==> config.mk <==
export PLATFORM = sky130hd
export DESIGN_NAME = sliding_window_median_unit
export DESIGN_NICKNAME = d
export VERILOG_FILES = /design/src/hdl/swm_pkg.sv /design/src/hdl/swm_ram.sv /design/src/hdl/swm_ctrl.sv /design/src/hdl/swm_dpath.sv /design/src/hdl/sliding_window_median_unit.sv
export SDC_FILE = /design/constraint.sdc
export NUM_CORES = 2
export LEC_CHECK = 0
export BUFFER_PORTS_ARGS = -buffer_cell sky130_fd_sc_hd__buf_2
export CAP_MARGIN = 20
export CORE_AREA = 2 2 661 729
export CTS_CLUSTER_SIZE = 10
export DETAILED_ROUTE_END_ITERATION = 16
export DIE_AREA = 0 0 663 731
export GPL_ROUTABILITY_DRIVEN = 0
export SYNTH_ARGS = -nofsm -noshare
export SYNTH_HDL_FRONTEND = slang
export SYNTH_HIERARCHICAL = 1
export SYNTH_SLANG_ARGS = --single-unit
==> constraint.sdc <==
create_clock -name clk_i -period 8.5 [get_ports clk_i]
set_clock_uncertainty 0.2 [all_clocks]
set_input_delay 0.425 -clock clk_i [delete_from_list [all_inputs] [get_ports clk_i]]
set_output_delay 0.425 -clock clk_i [all_outputs]
set_load 0.01 [all_outputs]
==> src/hdl/swm_pkg.sv <==
// Shared constants and controller/datapath interface types of the running median filter.
package swm_pkg;

  // Largest window the stores can hold.
  localparam int unsigned WindowMax   = 64;
  // Bits of one sample.
  localparam int unsigned SampleWidth = 32;
  // Bits of the window size register.
  localparam int unsigned CfgWidth    = 7;
  // Bits of a store address.
  localparam int unsigned AddrWidth   = $clog2(WindowMax);
  // Bits of a count that must also hold WindowMax itself.
  localparam int unsigned CntWidth    = $clog2(WindowMax + 1);

  // Commands from the controller to the datapath, valid for the current cycle.
  typedef struct packed {
    logic load;       // capture the accepted input sample
    logic cfg_wr;     // write the window size and flush the window
    logic old_cap;    // capture the oldest sample read from the arrival store
    logic sweep_clr;  // clear the sweep counters and flags
    logic sweep_rm;   // run the removal sweep over the sorted store
    logic sweep_ins;  // run the insertion sweep over the sorted store
    logic tail;       // final insertion write, arrival write, advance pointers
    logic med_cap;    // load the median into the output register
  } swm_cmd_t;

  // Status from the datapath to the controller.
  typedef struct packed {
    logic full;        // the window holds window_size samples
    logic sweep_done;  // all reads of the sweep issued and processed
    logic emit_next;   // this sample completes a full window
    logic out_free;    // the output register can take a new beat
  } swm_sts_t;

endpackage

==> src/hdl/swm_ram.sv <==
// Generic single-write, single-read RAM with registered read data.
module swm_ram #(
  parameter int unsigned Width = 32,
  parameter int unsigned Depth = 64
) (
  input  logic                     clk_i,
  input  logic                     we_i,
  input  logic [$clog2(Depth)-1:0] waddr_i,
  input  logic [Width-1:0]         wdata_i,
  input  logic [$clog2(Depth)-1:0] raddr_i,
  output logic [Width-1:0]         rdata_o
);

  logic [Width-1:0] mem_q [Depth];
  logic [Width-1:0] rdata_q;

  // Write port and registered read port.
  always_ff @(posedge clk_i) begin
    if (we_i) begin
      mem_q[waddr_i] <= wdata_i;
    end
    rdata_q <= mem_q[raddr_i];
  end

  assign rdata_o = rdata_q;

endmodule

==> src/hdl/swm_ctrl.sv <==
// Controller state machine of the running median filter.
module swm_ctrl (
  input  logic             clk_i,
  input  logic             rst_ni,
  input  logic             s_axis_tvalid,
  output logic             s_axis_tready,
  input  logic             cfg_valid_i,
  output logic             cfg_ready_o,
  input  swm_pkg::swm_sts_t sts_i,
  output swm_pkg::swm_cmd_t cmd_o
);

  localparam logic [2:0] StIdle   = 3'd0;
  localparam logic [2:0] StOldCap = 3'd1;
  localparam logic [2:0] StRemove = 3'd2;
  localparam logic [2:0] StInsert = 3'd3;
  localparam logic [2:0] StTail   = 3'd4;
  localparam logic [2:0] StMedRd  = 3'd5;
  localparam logic [2:0] StMedCap = 3'd6;

  logic [2:0] state_q, state_d;

  // Configuration has priority over a sample in the idle state.
  assign cfg_ready_o   = (state_q == StIdle);
  assign s_axis_tready = (state_q == StIdle) && !cfg_valid_i;

  // Next state and commands.
  always_comb begin
    state_d = state_q;
    cmd_o   = '0;
    unique case (state_q)
      StIdle: begin
        if (cfg_valid_i) begin
          cmd_o.cfg_wr = 1'b1;
        end else if (s_axis_tvalid) begin
          cmd_o.load = 1'b1;
          if (sts_i.full) begin
            state_d = StOldCap;
          end else begin
            cmd_o.sweep_clr = 1'b1;
            state_d         = StInsert;
          end
        end
      end
      StOldCap: begin
        cmd_o.old_cap   = 1'b1;
        cmd_o.sweep_clr = 1'b1;
        state_d         = StRemove;
      end
      StRemove: begin
        cmd_o.sweep_rm = 1'b1;
        if (sts_i.sweep_done) begin
          cmd_o.sweep_clr = 1'b1;
          state_d         = StInsert;
        end
      end
      StInsert: begin
        cmd_o.sweep_ins = 1'b1;
        if (sts_i.sweep_done) begin
          state_d = StTail;
        end
      end
      StTail: begin
        cmd_o.tail = 1'b1;
        state_d    = sts_i.emit_next ? StMedRd : StIdle;
      end
      StMedRd: begin
        state_d = StMedCap;
      end
      StMedCap: begin
        if (sts_i.out_free) begin
          cmd_o.med_cap = 1'b1;
          state_d       = StIdle;
        end
      end
      default: begin
        state_d = StIdle;
      end
    endcase
  end

  // State register.
  always_ff @(posedge clk_i or negedge rst_ni) begin
    if (!rst_ni) begin
      state_q <= StIdle;
    end else begin
      state_q <= state_d;
    end
  end

endmodule

==> src/hdl/swm_dpath.sv <==
// Datapath of the running median filter: stores, sweep logic and output register.
module swm_dpath (
  input  logic                                      clk_i,
  input  logic                                      rst_ni,
  input  swm_pkg::swm_cmd_t                         cmd_i,
  output swm_pkg::swm_sts_t                         sts_o,
  input  logic signed [swm_pkg::SampleWidth-1:0]    sample_i,
  input  logic        [swm_pkg::CfgWidth-1:0]       window_size_i,
  input  logic                                      out_ready_i,
  output logic                                      out_valid_o,
  output logic signed [swm_pkg::SampleWidth-1:0]    median_o
);

  localparam int unsigned SW = swm_pkg::SampleWidth;
  localparam int unsigned AW = swm_pkg::AddrWidth;
  localparam int unsigned CW = swm_pkg::CntWidth;

  // Configuration and window bookkeeping.
  logic [swm_pkg::CfgWidth-1:0] window_q;
  logic [CW-1:0]                fill_q, fill_d;
  logic [CW-1:0]                slot_q, slot_d;
  logic [CW-1:0]                eff_w;
  logic [CW-1:0]                mid;
  logic [CW-1:0]                slot_inc;
  logic                         full;

  // Item payload.
  logic signed [SW-1:0] sample_q;
  logic signed [SW-1:0] old_q;

  // Sweep state.
  logic [CW-1:0]        rd_cnt_q, rd_cnt_d;
  logic [CW-1:0]        pidx_q, pidx_d;
  logic                 pv_q, pv_d;
  logic                 found_q, found_d;
  logic                 placed_q, placed_d;
  logic signed [SW-1:0] carry_q, carry_d;
  logic [CW-1:0]        n_sel;
  logic                 sweep_en;
  logic                 issue;

  // RAM ports.
  logic          srt_we;
  logic [AW-1:0] srt_waddr;
  logic [SW-1:0] srt_wdata;
  logic [AW-1:0] srt_raddr;
  logic [SW-1:0] srt_rdata;
  logic [AW-1:0] arr_waddr;
  logic [SW-1:0] arr_rdata;
  logic signed [SW-1:0] elem;

  // Output register.
  logic                 out_valid_q;
  logic signed [SW-1:0] median_q;

  // Window size zero acts as one, sizes above the store depth saturate.
  always_comb begin
    if (window_q == '0) begin
      eff_w = CW'(1);
    end else if (CW'(window_q) > CW'(swm_pkg::WindowMax)) begin
      eff_w = CW'(swm_pkg::WindowMax);
    end else begin
      eff_w = CW'(window_q);
    end
  end

  assign full     = (fill_q == eff_w);
  assign mid      = (eff_w - CW'(1)) >> 1;
  assign slot_inc = slot_q + CW'(1);

  // Entries in the sorted store during the sweep: the full window for removal,
  // the current fill or one less than the window for insertion.
  always_comb begin
    if (cmd_i.sweep_rm) begin
      n_sel = eff_w;
    end else if (full) begin
      n_sel = eff_w - CW'(1);
    end else begin
      n_sel = fill_q;
    end
  end

  assign sweep_en = cmd_i.sweep_rm || cmd_i.sweep_ins;
  assign issue    = sweep_en && (rd_cnt_q < n_sel);
  assign elem     = $signed(srt_rdata);

  // Read address of the sorted store: sweep position, else the median rank.
  assign srt_raddr = issue ? rd_cnt_q[AW-1:0] : mid[AW-1:0];

  // Sweep processing and sorted store writes.
  always_comb begin
    rd_cnt_d  = rd_cnt_q;
    pidx_d    = pidx_q;
    pv_d      = pv_q;
    found_d   = found_q;
    placed_d  = placed_q;
    carry_d   = carry_q;
    srt_we    = 1'b0;
    srt_waddr = pidx_q[AW-1:0];
    srt_wdata = elem;
    if (cmd_i.sweep_clr) begin
      rd_cnt_d = '0;
      pv_d     = 1'b0;
      found_d  = 1'b0;
      placed_d = 1'b0;
    end else if (sweep_en) begin
      // Issue the next read while the previous element is processed.
      pv_d = issue;
      if (issue) begin
        rd_cnt_d = rd_cnt_q + CW'(1);
        pidx_d   = rd_cnt_q;
      end
      if (pv_q && cmd_i.sweep_rm) begin
        // Removal: after the matching entry, shift each element down by one.
        if (found_q) begin
          srt_we    = 1'b1;
          srt_waddr = AW'(pidx_q - CW'(1));
          srt_wdata = elem;
        end else if ((elem == old_q) || (pidx_q + CW'(1) == n_sel)) begin
          found_d = 1'b1;
        end
      end else if (pv_q) begin
        // Insertion: place the sample before the first larger element,
        // then carry each displaced element one place up.
        if (placed_q) begin
          srt_we    = 1'b1;
          srt_wdata = carry_q;
          carry_d   = elem;
        end else if (elem > sample_q) begin
          srt_we    = 1'b1;
          srt_wdata = sample_q;
          carry_d   = elem;
          placed_d  = 1'b1;
        end
      end
    end else if (cmd_i.tail) begin
      // Last entry of the insertion goes to the top of the sorted run.
      srt_we    = 1'b1;
      srt_waddr = n_sel[AW-1:0];
      srt_wdata = placed_q ? carry_q : sample_q;
    end
  end

  // The new sample takes the oldest slot once full, else the next free slot.
  assign arr_waddr = full ? slot_q[AW-1:0] : fill_q[AW-1:0];

  // Fill count and oldest slot.
  always_comb begin
    fill_d = fill_q;
    slot_d = slot_q;
    if (cmd_i.cfg_wr) begin
      fill_d = '0;
      slot_d = '0;
    end else if (cmd_i.tail) begin
      if (full) begin
        slot_d = (slot_inc >= eff_w) ? '0 : slot_inc;
      end else begin
        fill_d = fill_q + CW'(1);
      end
    end
  end

  // Control registers.
  always_ff @(posedge clk_i or negedge rst_ni) begin
    if (!rst_ni) begin
      window_q    <= swm_pkg::CfgWidth'(3);
      fill_q      <= '0;
      slot_q      <= '0;
      rd_cnt_q    <= '0;
      pv_q        <= 1'b0;
      found_q     <= 1'b0;
      placed_q    <= 1'b0;
      out_valid_q <= 1'b0;
    end else begin
      if (cmd_i.cfg_wr) begin
        window_q <= window_size_i;
      end
      fill_q   <= fill_d;
      slot_q   <= slot_d;
      rd_cnt_q <= rd_cnt_d;
      pv_q     <= pv_d;
      found_q  <= found_d;
      placed_q <= placed_d;
      if (cmd_i.med_cap) begin
        out_valid_q <= 1'b1;
      end else if (out_ready_i) begin
        out_valid_q <= 1'b0;
      end
    end
  end

  // Payload registers.
  always_ff @(posedge clk_i) begin
    if (cmd_i.load) begin
      sample_q <= sample_i;
    end
    if (cmd_i.old_cap) begin
      old_q <= $signed(arr_rdata);
    end
    if (cmd_i.med_cap) begin
      median_q <= elem;
    end
    pidx_q  <= pidx_d;
    carry_q <= carry_d;
  end

  // Samples in arrival order; the oldest slot is read continuously.
  swm_ram #(
    .Width(SW),
    .Depth(swm_pkg::WindowMax)
  ) u_arrival (
    .clk_i  (clk_i),
    .we_i   (cmd_i.tail),
    .waddr_i(arr_waddr),
    .wdata_i(sample_q),
    .raddr_i(slot_q[AW-1:0]),
    .rdata_o(arr_rdata)
  );

  // Samples in ascending order.
  swm_ram #(
    .Width(SW),
    .Depth(swm_pkg::WindowMax)
  ) u_sorted (
    .clk_i  (clk_i),
    .we_i   (srt_we),
    .waddr_i(srt_waddr),
    .wdata_i(srt_wdata),
    .raddr_i(srt_raddr),
    .rdata_o(srt_rdata)
  );

  // Status to the controller.
  assign sts_o.full       = full;
  assign sts_o.sweep_done = (rd_cnt_q == n_sel) && !pv_q;
  assign sts_o.emit_next  = full || (fill_q + CW'(1) == eff_w);
  assign sts_o.out_free   = !out_valid_q || out_ready_i;

  assign out_valid_o = out_valid_q;
  assign median_o    = median_q;

endmodule

==> src/hdl/sliding_window_median_unit.sv <==
// Top level of the running median filter over a sliding window of signed samples.
//
// Samples arrive as beats on the slave stream (s_axis_*); each beat carries one
// signed sample. Once the window holds window_size samples, every sample yields
// one beat on the master stream (m_axis_*) carrying the lower median, the
// element of rank ceil(W/2) in ascending order. While the window fills, no
// beat is produced. A write on the cfg_* channel sets window_size (zero acts
// as one, above 64 saturates to 64) and empties the window.
// One sample is processed at a time: one pass over the sorted store inserts
// it and, once the window is full, one more pass first removes the oldest
// sample; the single read port of the sorted store sets one entry per cycle.
// Reset empties the window and sets window_size to 3; the stores need no
// clearing pass. The median waits in an output register; a new sample can be
// accepted while it waits, and the block stalls only when the next median is
// ready and the receiver has not taken the previous one.
module sliding_window_median_unit (
  input  logic                                   clk_i,
  input  logic                                   rst_ni,
  // Slave stream. tdata: sample [31:0].
  input  logic                                   s_axis_tvalid,
  output logic                                   s_axis_tready,
  input  logic signed [swm_pkg::SampleWidth-1:0] s_axis_tdata,
  // Master stream. tdata: median [31:0].
  output logic                                   m_axis_tvalid,
  input  logic                                   m_axis_tready,
  output logic signed [swm_pkg::SampleWidth-1:0] m_axis_tdata,
  // Window size write channel.
  input  logic                                   cfg_valid_i,
  output logic                                   cfg_ready_o,
  input  logic        [swm_pkg::CfgWidth-1:0]    cfg_data_i
);

  swm_pkg::swm_cmd_t cmd;
  swm_pkg::swm_sts_t sts;

  // Sequencing of the removal and insertion passes.
  swm_ctrl u_ctrl (
    .clk_i        (clk_i),
    .rst_ni       (rst_ni),
    .s_axis_tvalid(s_axis_tvalid),
    .s_axis_tready(s_axis_tready),
    .cfg_valid_i  (cfg_valid_i),
    .cfg_ready_o  (cfg_ready_o),
    .sts_i        (sts),
    .cmd_o        (cmd)
  );

  // Stores, sweep logic and output register.
  swm_dpath u_dpath (
    .clk_i        (clk_i),
    .rst_ni       (rst_ni),
    .cmd_i        (cmd),
    .sts_o        (sts),
    .sample_i     (s_axis_tdata),
    .window_size_i(cfg_data_i),
    .out_ready_i  (m_axis_tready),
    .out_valid_o  (m_axis_tvalid),
    .median_o     (m_axis_tdata)
  );

endmodule

# Word level (Yosys, flattened, before mapping)
# Memories as Yosys holds them, arrays and structs flattened. A register that Yosys moved wholly into a read port is not among the register bits.
# Index checks and enable logic that the tools add are counted.
[totals] ff_bits=170 latchBits=0 ramBits=4096 mem_bits_ro=0 inputBits=44 output_inout_bits=35 elab_cells=153 n_memories=2
[op_classes] n_addsub=6 multipliers=0 div=0 order_cmp=4 n_eq_ne=18 shifts=0 muxes=78 bitwise_logic=2 reduce_logical=29
[memory_table] name="u_dpath.u_arrival.mem_q" depth=64 width=32 rd=1 rd_ports_with_merged_regs=1 wr=1 line="swm_ram.sv:14" text="logic [Width-1:0] mem_q [Depth];"
[memory_table] name="u_dpath.u_sorted.mem_q" depth=64 width=32 rd=1 rd_ports_with_merged_regs=1 wr=1 line="swm_ram.sv:14"
[ops] operator="32-bit 2-to-1 mux" count=10
[ops] operator="7-bit 2-to-1 mux" count=14
[ops] operator="6-bit 2-to-1 mux" count=7
[ops] operator="1-bit 2-to-1 mux" count=37
[ops] operator="32-bit equality test" count=1
[ops] operator="32-bit > comparator" count=1
[ops] operator="7-bit by 1-bit adder with 7-bit output, second input constant" count=4
[ops] operator="7-bit equality test" count=4
[ops] operator="3-bit one-hot mux with 7 select lines" count=1
[ops] operator="3-bit 2-to-1 mux" count=6
[ops] operator="2-bit nonzero test" count=8
[ops] operator="2-bit != test, second input constant" count=7
[ops] operator="5-bit AND reduction" count=2
[ops] operator="3-bit equality test, second input constant" count=3
[ops] operator="2-bit AND reduction" count=4
[ops] operator="7-bit greater-or-equal comparator" count=1
[ops] operator="7-bit > comparator, second input constant" count=1
[ops] operator="7-bit logical NOT" count=1
[ops] operator="7-bit < comparator" count=1
[ops] operator="7-bit by 1-bit subtractor with 7-bit output, second input constant" count=1
[ops] operator="3-bit by 2-bit equality test with 1-bit output, second input constant" count=2
[ops] operator="3-bit AND reduction" count=2
[ops] operator="6-bit by 1-bit subtractor with 6-bit output, second input constant" count=1
[ops] operator="1-bit logical AND" count=4
[ops] operator="other kinds (7)" count=14

# Depth between registers and ports, before layout
[depth] word_depth=13 depth_mapped=30 ltp_nobuf=23

# Modules after synthesis
# Netlist, hierarchy kept.
[modules_own_cells] mod="swm_ram (u_dpath.u_sorted)" n_inst=1 cells_per_inst=3324 area_per_inst_um2=78515.3 seq_area_each_um2=62139.6
[modules_own_cells] mod="swm_ram (u_dpath.u_arrival)" n_inst=1 cells_per_inst=3324 area_per_inst_um2=78512.8 seq_area_each_um2=62139.6
[modules_own_cells] mod="swm_dpath" n_inst=1 cells_per_inst=821 area_per_inst_um2=9136.3 seq_area_each_um2=4857.2
[modules_own_cells] mod="swm_ctrl" n_inst=1 cells_per_inst=35 area_per_inst_um2=275.3 seq_area_each_um2=75.1

# Least setup slack after synthesis
# OpenSTA, ideal clock, no wires.
[synth_timing] kind="register -> register" from="reg u_dpath/window_q[3] (netlist name)" to="mem u_dpath.u_sorted.mem_q[49][0] (enable)" setup_time_ns=0.461 arrival_ns=7.093 t_required_ns=7.839 path_slack_ns=0.746 path_stages_with_launch=25 n_path_buf=3 period_less_slack_ns=7.754 path_cell_list="dfrtp_1 -> buf_6 -> nor3_4 -> a31oi_2 -> a221oi_4 -> nand3_4 -> inv_4 -> buf_6 -> mux2i_1 -> o22a_1 -> ha_1 -> o211ai_1 -> mux2i_1 -> nand3b_1 -> a21oi_1 -> and4_1 -> nand2_1 -> o32ai_1 -> clkbuf_1 -> nor3_1 -> o21a_1 -> or2_2 -> nor2b_1 -> nand4_1 -> nor3_1"
[synth_lines] item="start, declared" line="swm_dpath.sv:19" text="logic [swm_pkg::CfgWidth-1:0] window_q;"
[synth_lines] item="start signal, assigned" line="swm_dpath.sv:166" text="window_q <= swm_pkg::CfgWidth'(3);"
[synth_lines] item="start signal, assigned" line="swm_dpath.sv:176" text="window_q <= window_size_i;"
[synth_lines] item="end, declared" line="swm_ram.sv:14"

==> flow_metrics.env <==
export IMPL_tns_ns=0
export IMPL_synth_top_area_frac=0.7634
export IMPL_wl_per_cell_um=31.48
export IMPL_maxCapViolCount=0
export IMPL_route_vias_total=82862
export IMPL_cts_root_buf="clkbuf_16"
export IMPL_die_area_sq_um=484700
export IMPL_endpoint_kind="flip-flop"
export IMPL_outcome="finished, final reports clean"
export IMPL_layout_min_cycle_time_ns=7.919
export IMPL_cts_hold_buf=70
export IMPL_die_h_um=731
export IMPL_final_util=0.4016
export IMPL_synth_adder_area_share=0.003721
export IMPL_port_buffers=78
export IMPL_dp_slack_ns=0.6151
export IMPL_pwr_share_comb=0.001
export IMPL_antenna_found_initial=38
export IMPL_io_pins=79
export IMPL_seq_area_frac_synth=0.7763
export IMPL_cts_resized=0
export IMPL_netlist_instances=7504
export IMPL_synth_edff_count=4231
export IMPL_clk_pin_slew_ns=0.06
export IMPL_rsz0062_at_grt="no"
export IMPL_hold_worst_slack_ns=0.04811
export IMPL_place_hpwl_um=263400
export IMPL_yosys_area_share_simple=0.01921
export IMPL_ant_nets=0
export IMPL_crit_arrival_ns=8.54
export IMPL_grt_max_degree=109
export IMPL_postCtsSetupBuffers=0
export IMPL_synth_xor_area_frac=0.003714
export IMPL_synthesis_area_sq_um=166400
export IMPL_overflow=0
export IMPL_clkPwrFrac=0.440
export IMPL_final_cells=14711
export IMPL_yosysUniqueCellTypes=87
export IMPL_tightest_slew_ns=1.196
export IMPL_crit_path_max_fanout=25
export IMPL_power_frac_seq=0.559
export IMPL_hold_viol=0
export IMPL_intPower_w=0.03343
export IMPL_wirelength_um=463000
export IMPL_vias_per_cell=5.633
export IMPL_synth_area_per_cell_sq_um=22.18
export IMPL_synthesis_nets=7595
export IMPL_nets=8237
export IMPL_max_slew_margin=0.2024
export IMPL_synth_top_family_by_area="multiplexers"
export IMPL_cts_tree="done"
export IMPL_grt_pass1_vias=83706
export IMPL_cp_slowest_cell="o32ai_1"
export IMPL_num_rows=267
export IMPL_max_stage_delay_ns=0.85
export IMPL_fp_dieW_um=663
export IMPL_fin_ws_ns=0.5806
export IMPL_crit_required_ns=9.12
export IMPL_synth_top_area_cell="edfxtp_1"
export IMPL_cts_buffers=475
export IMPL_cts_sinks=4330
export IMPL_path_buf_inv=6
export IMPL_synth_mux_area_frac=0.1596
export IMPL_fmaxAchievable_ghz=0.1263
export IMPL_p_per_area_nw_per_um2=214.9
export IMPL_ys_flop_type="edfxtp_1"
export IMPL_coreArea_sq_um=478100
export IMPL_ir_worst_vdd_v=0.0002021
export IMPL_synth_yosys_warnings=6
export IMPL_drive_above_1_share=0.2760
export IMPL_clk_latency_ns=1.00
export IMPL_grt_pass1_wl_um=646500
export IMPL_critical_path_top_delay_family="compound AO/OA/AOI/OAI gates"
export IMPL_criticalPathCategory="flip-flop to flip-flop"
export IMPL_grt_usage=0.1874
export IMPL_synth_area_leaders="edfxtp_1 (76%), mux4_2 (15%), mux2i_1 (1.2%), dfxtp_1 (0.77%), nor2_1 (0.70%)"
export IMPL_dr_first_iter_drc_count=11922
export IMPL_drc=0
export IMPL_path_cells="inv_1, a221oi_4, nand3_4, inv_4, nand2_1, a21oi_1, a21oi_1, inv_1, ha_1, inv_1, or3_1, a31oi_1, a31oi_1, and4_4, o311a_1, nor2_2, mux2i_4, buf_12, buf_4, mux4_2, mux2i_1, nor2_1, o32ai_1, nor3_1"
export IMPL_area_growth_pct=15.35
export IMPL_place_inst=13915
export IMPL_ys_seq_elements=4330
export IMPL_htreeDepth=5
export IMPL_cts_buffer_depth=4
export IMPL_min_path_type="input port to flip-flop"
export IMPL_critPathMostFrequentCell="inv_1"
export IMPL_p_sw_frac=0.1899
export IMPL_initial_core_util=0.3482
export IMPL_setup_viol=0
export IMPL_slew_viol_final=0
export IMPL_crit_path_start_kind="flip-flop"
export IMPL_p_leak_nw=51.04
export IMPL_period_share=0.9317
export IMPL_synthArstFlopShare=0.008083
export IMPL_drt_pass1_iter_count=6
export IMPL_p_switching_w=0.007838
export IMPL_synth_compound_area_frac=0.02354
==> synthesized netlist by cell type (all sizes together) (10+ instances only) <==
| cell type | n |
|---|---|
| a21o | 15 |
| nand4 | 19 |
| inv | 94 |
| edfxtp | 4231 |
| a22oi | 25 |
| o22ai | 174 |
| xnor2 | 28 |
| a31oi | 10 |
| a21oi | 160 |
| buf | 223 |
| dfrtp | 33 |
| o21ai | 27 |
| nand3 | 34 |
| xor2 | 40 |
| or3b | 11 |
| nor2b | 38 |
| or3 | 11 |
| clkbuf | 183 |
| nand3b | 15 |
| mux2i | 195 |
| nor3 | 31 |
| nor2 | 313 |
| nor4 | 12 |
| ha | 47 |
| a311oi | 18 |
| dfxtp | 64 |
| and3 | 14 |
| mux4 | 1088 |
| nand2b | 25 |
| o221ai | 87 |
| nand2 | 126 |
==> final cells by class <==
type | count | area, sq um
clock inverter | 23 | 274.0
timing repair buffer | 571 | 4742
sequential | 4330 | 129200
tap | 6321 | 7909
inverter | 94 | 355.3
fill | 41528 | 286100
antenna | 9 | 22.52
multi-input combinational | 2674 | 36540
clock buffer | 689 | 12910
==> placed cells by master, fill, tap and decap left out, drive strengths merged, types with 31 or more instances in the layout <==
| cell type | Yosys | routed |
|---|---|---|
| edfxtp | 4231 | 4231 |
| mux4 | 1088 | 1088 |
| clkbuf | 183 | 689 |
| buf | 223 | 502 |
| nor2 | 313 | 313 |
| mux2i | 195 | 195 |
| o22ai | 174 | 174 |
| a21oi | 160 | 160 |
| nand2 | 126 | 126 |
| inv | 94 | 107 |
| o221ai | 87 | 87 |
| dlygate4sd3 | 0 | 69 |
| dfxtp | 64 | 64 |
| ha | 47 | 47 |
| xor2 | 40 | 40 |
| nor2b | 38 | 38 |
| nand3 | 34 | 34 |
| dfrtp | 33 | 33 |
| nor3 | 31 | 31 |
==> cell families (layout without fill, tap and decap cells) <==
kind of cell	count (synthesis)	in the layout
AOI/OAI and AO/OA	581	581
muxes	1292	1292
DFF	4330	4330
xor gates and xnor gates	69	69
other	0	9
buffers and inverters	500	1377
and+or+nand+nor	682	682
adders and majority gates	50	50
==> per-layer routing <==
layer | global-route usage | vias up | wire length (um)
li1 | - | 32901 | -
met1 | 0.2541 | 44962 | 181300
met5 | 0 | - | 74
met3 | 0.03585 | 675 | 44440
met2 | 0.3052 | 4314 | 221600
met4 | 0.06216 | 10 | 15670
==> flip-flops by register name, summed over array words and instances, names as in the netlist, 3 cells and up <==
name                       count
u_dpath/median_o              32
u_dpath/old_q                 32
u_dpath/u_sorted/rdata_o      32
u_dpath/rd_cnt_q               7
u_ctrl/state_q                 3
u_dpath/u_arrival/rdata_o     32
u_dpath/fill_q                 7
u_dpath/slot_q                 7
u_dpath/window_q               7
u_dpath/u_arrival/mem_q     2048
u_dpath/u_sorted/mem_q      2048
u_dpath/carry_q               32
u_dpath/sample_q              32
u_dpath/pidx_q                 7
==> power by group through the flow <==
stage | sequential, W | clock (W) | combinational, W
CTS | 0.0231 | 0.0184 | 0.0000466
floorplan | 0.0235 | 0 | 0.000000529
detailed placement | 0.0235 | 0 | 0.0000189
global route | 0.0231 | 0.0193 | 0.0000486
global placement | 0.0235 | 0 | 0.0000185
finish | 0.0231 | 0.0181 | 0.0000447
==> worst paths after layout <==
path,from,slack (ns),cells after the start,end
worst min register to register,u_dpath/u_arrival/rdata_o[10],0.18,0,u_dpath/old_q[10]
worst max register to register,u_dpath/window_q[6],0.58,24,u_dpath/u_sorted/rdata_o[4]
max in group asynchronous,rst_ni,7.47,4,u_dpath/slot_q[2]
min in group asynchronous,rst_ni,0.39,3,u_dpath/window_q[0]
worst max-delay path,u_dpath/window_q[6],0.58,24,u_dpath/u_sorted/rdata_o[4]
worst min-delay path,s_axis_tdata[24],0.05,2,u_dpath/sample_q[24]
==> through the flow <==
| stage | power, W | instance area [sq um] |
|---|---|---|
| after floorplan | 0.02352 | 166400 |
| after detailed placement | 0.02353 | 178000 |
| after CTS | 0.04153 | 191900 |
| after global placement | 0.02353 | 177900 |
| after global routing | 0.04237 | 192000 |
| final | 0.04126 | 192000 |
Note: power is estimated with default switching activity, not from simulation.
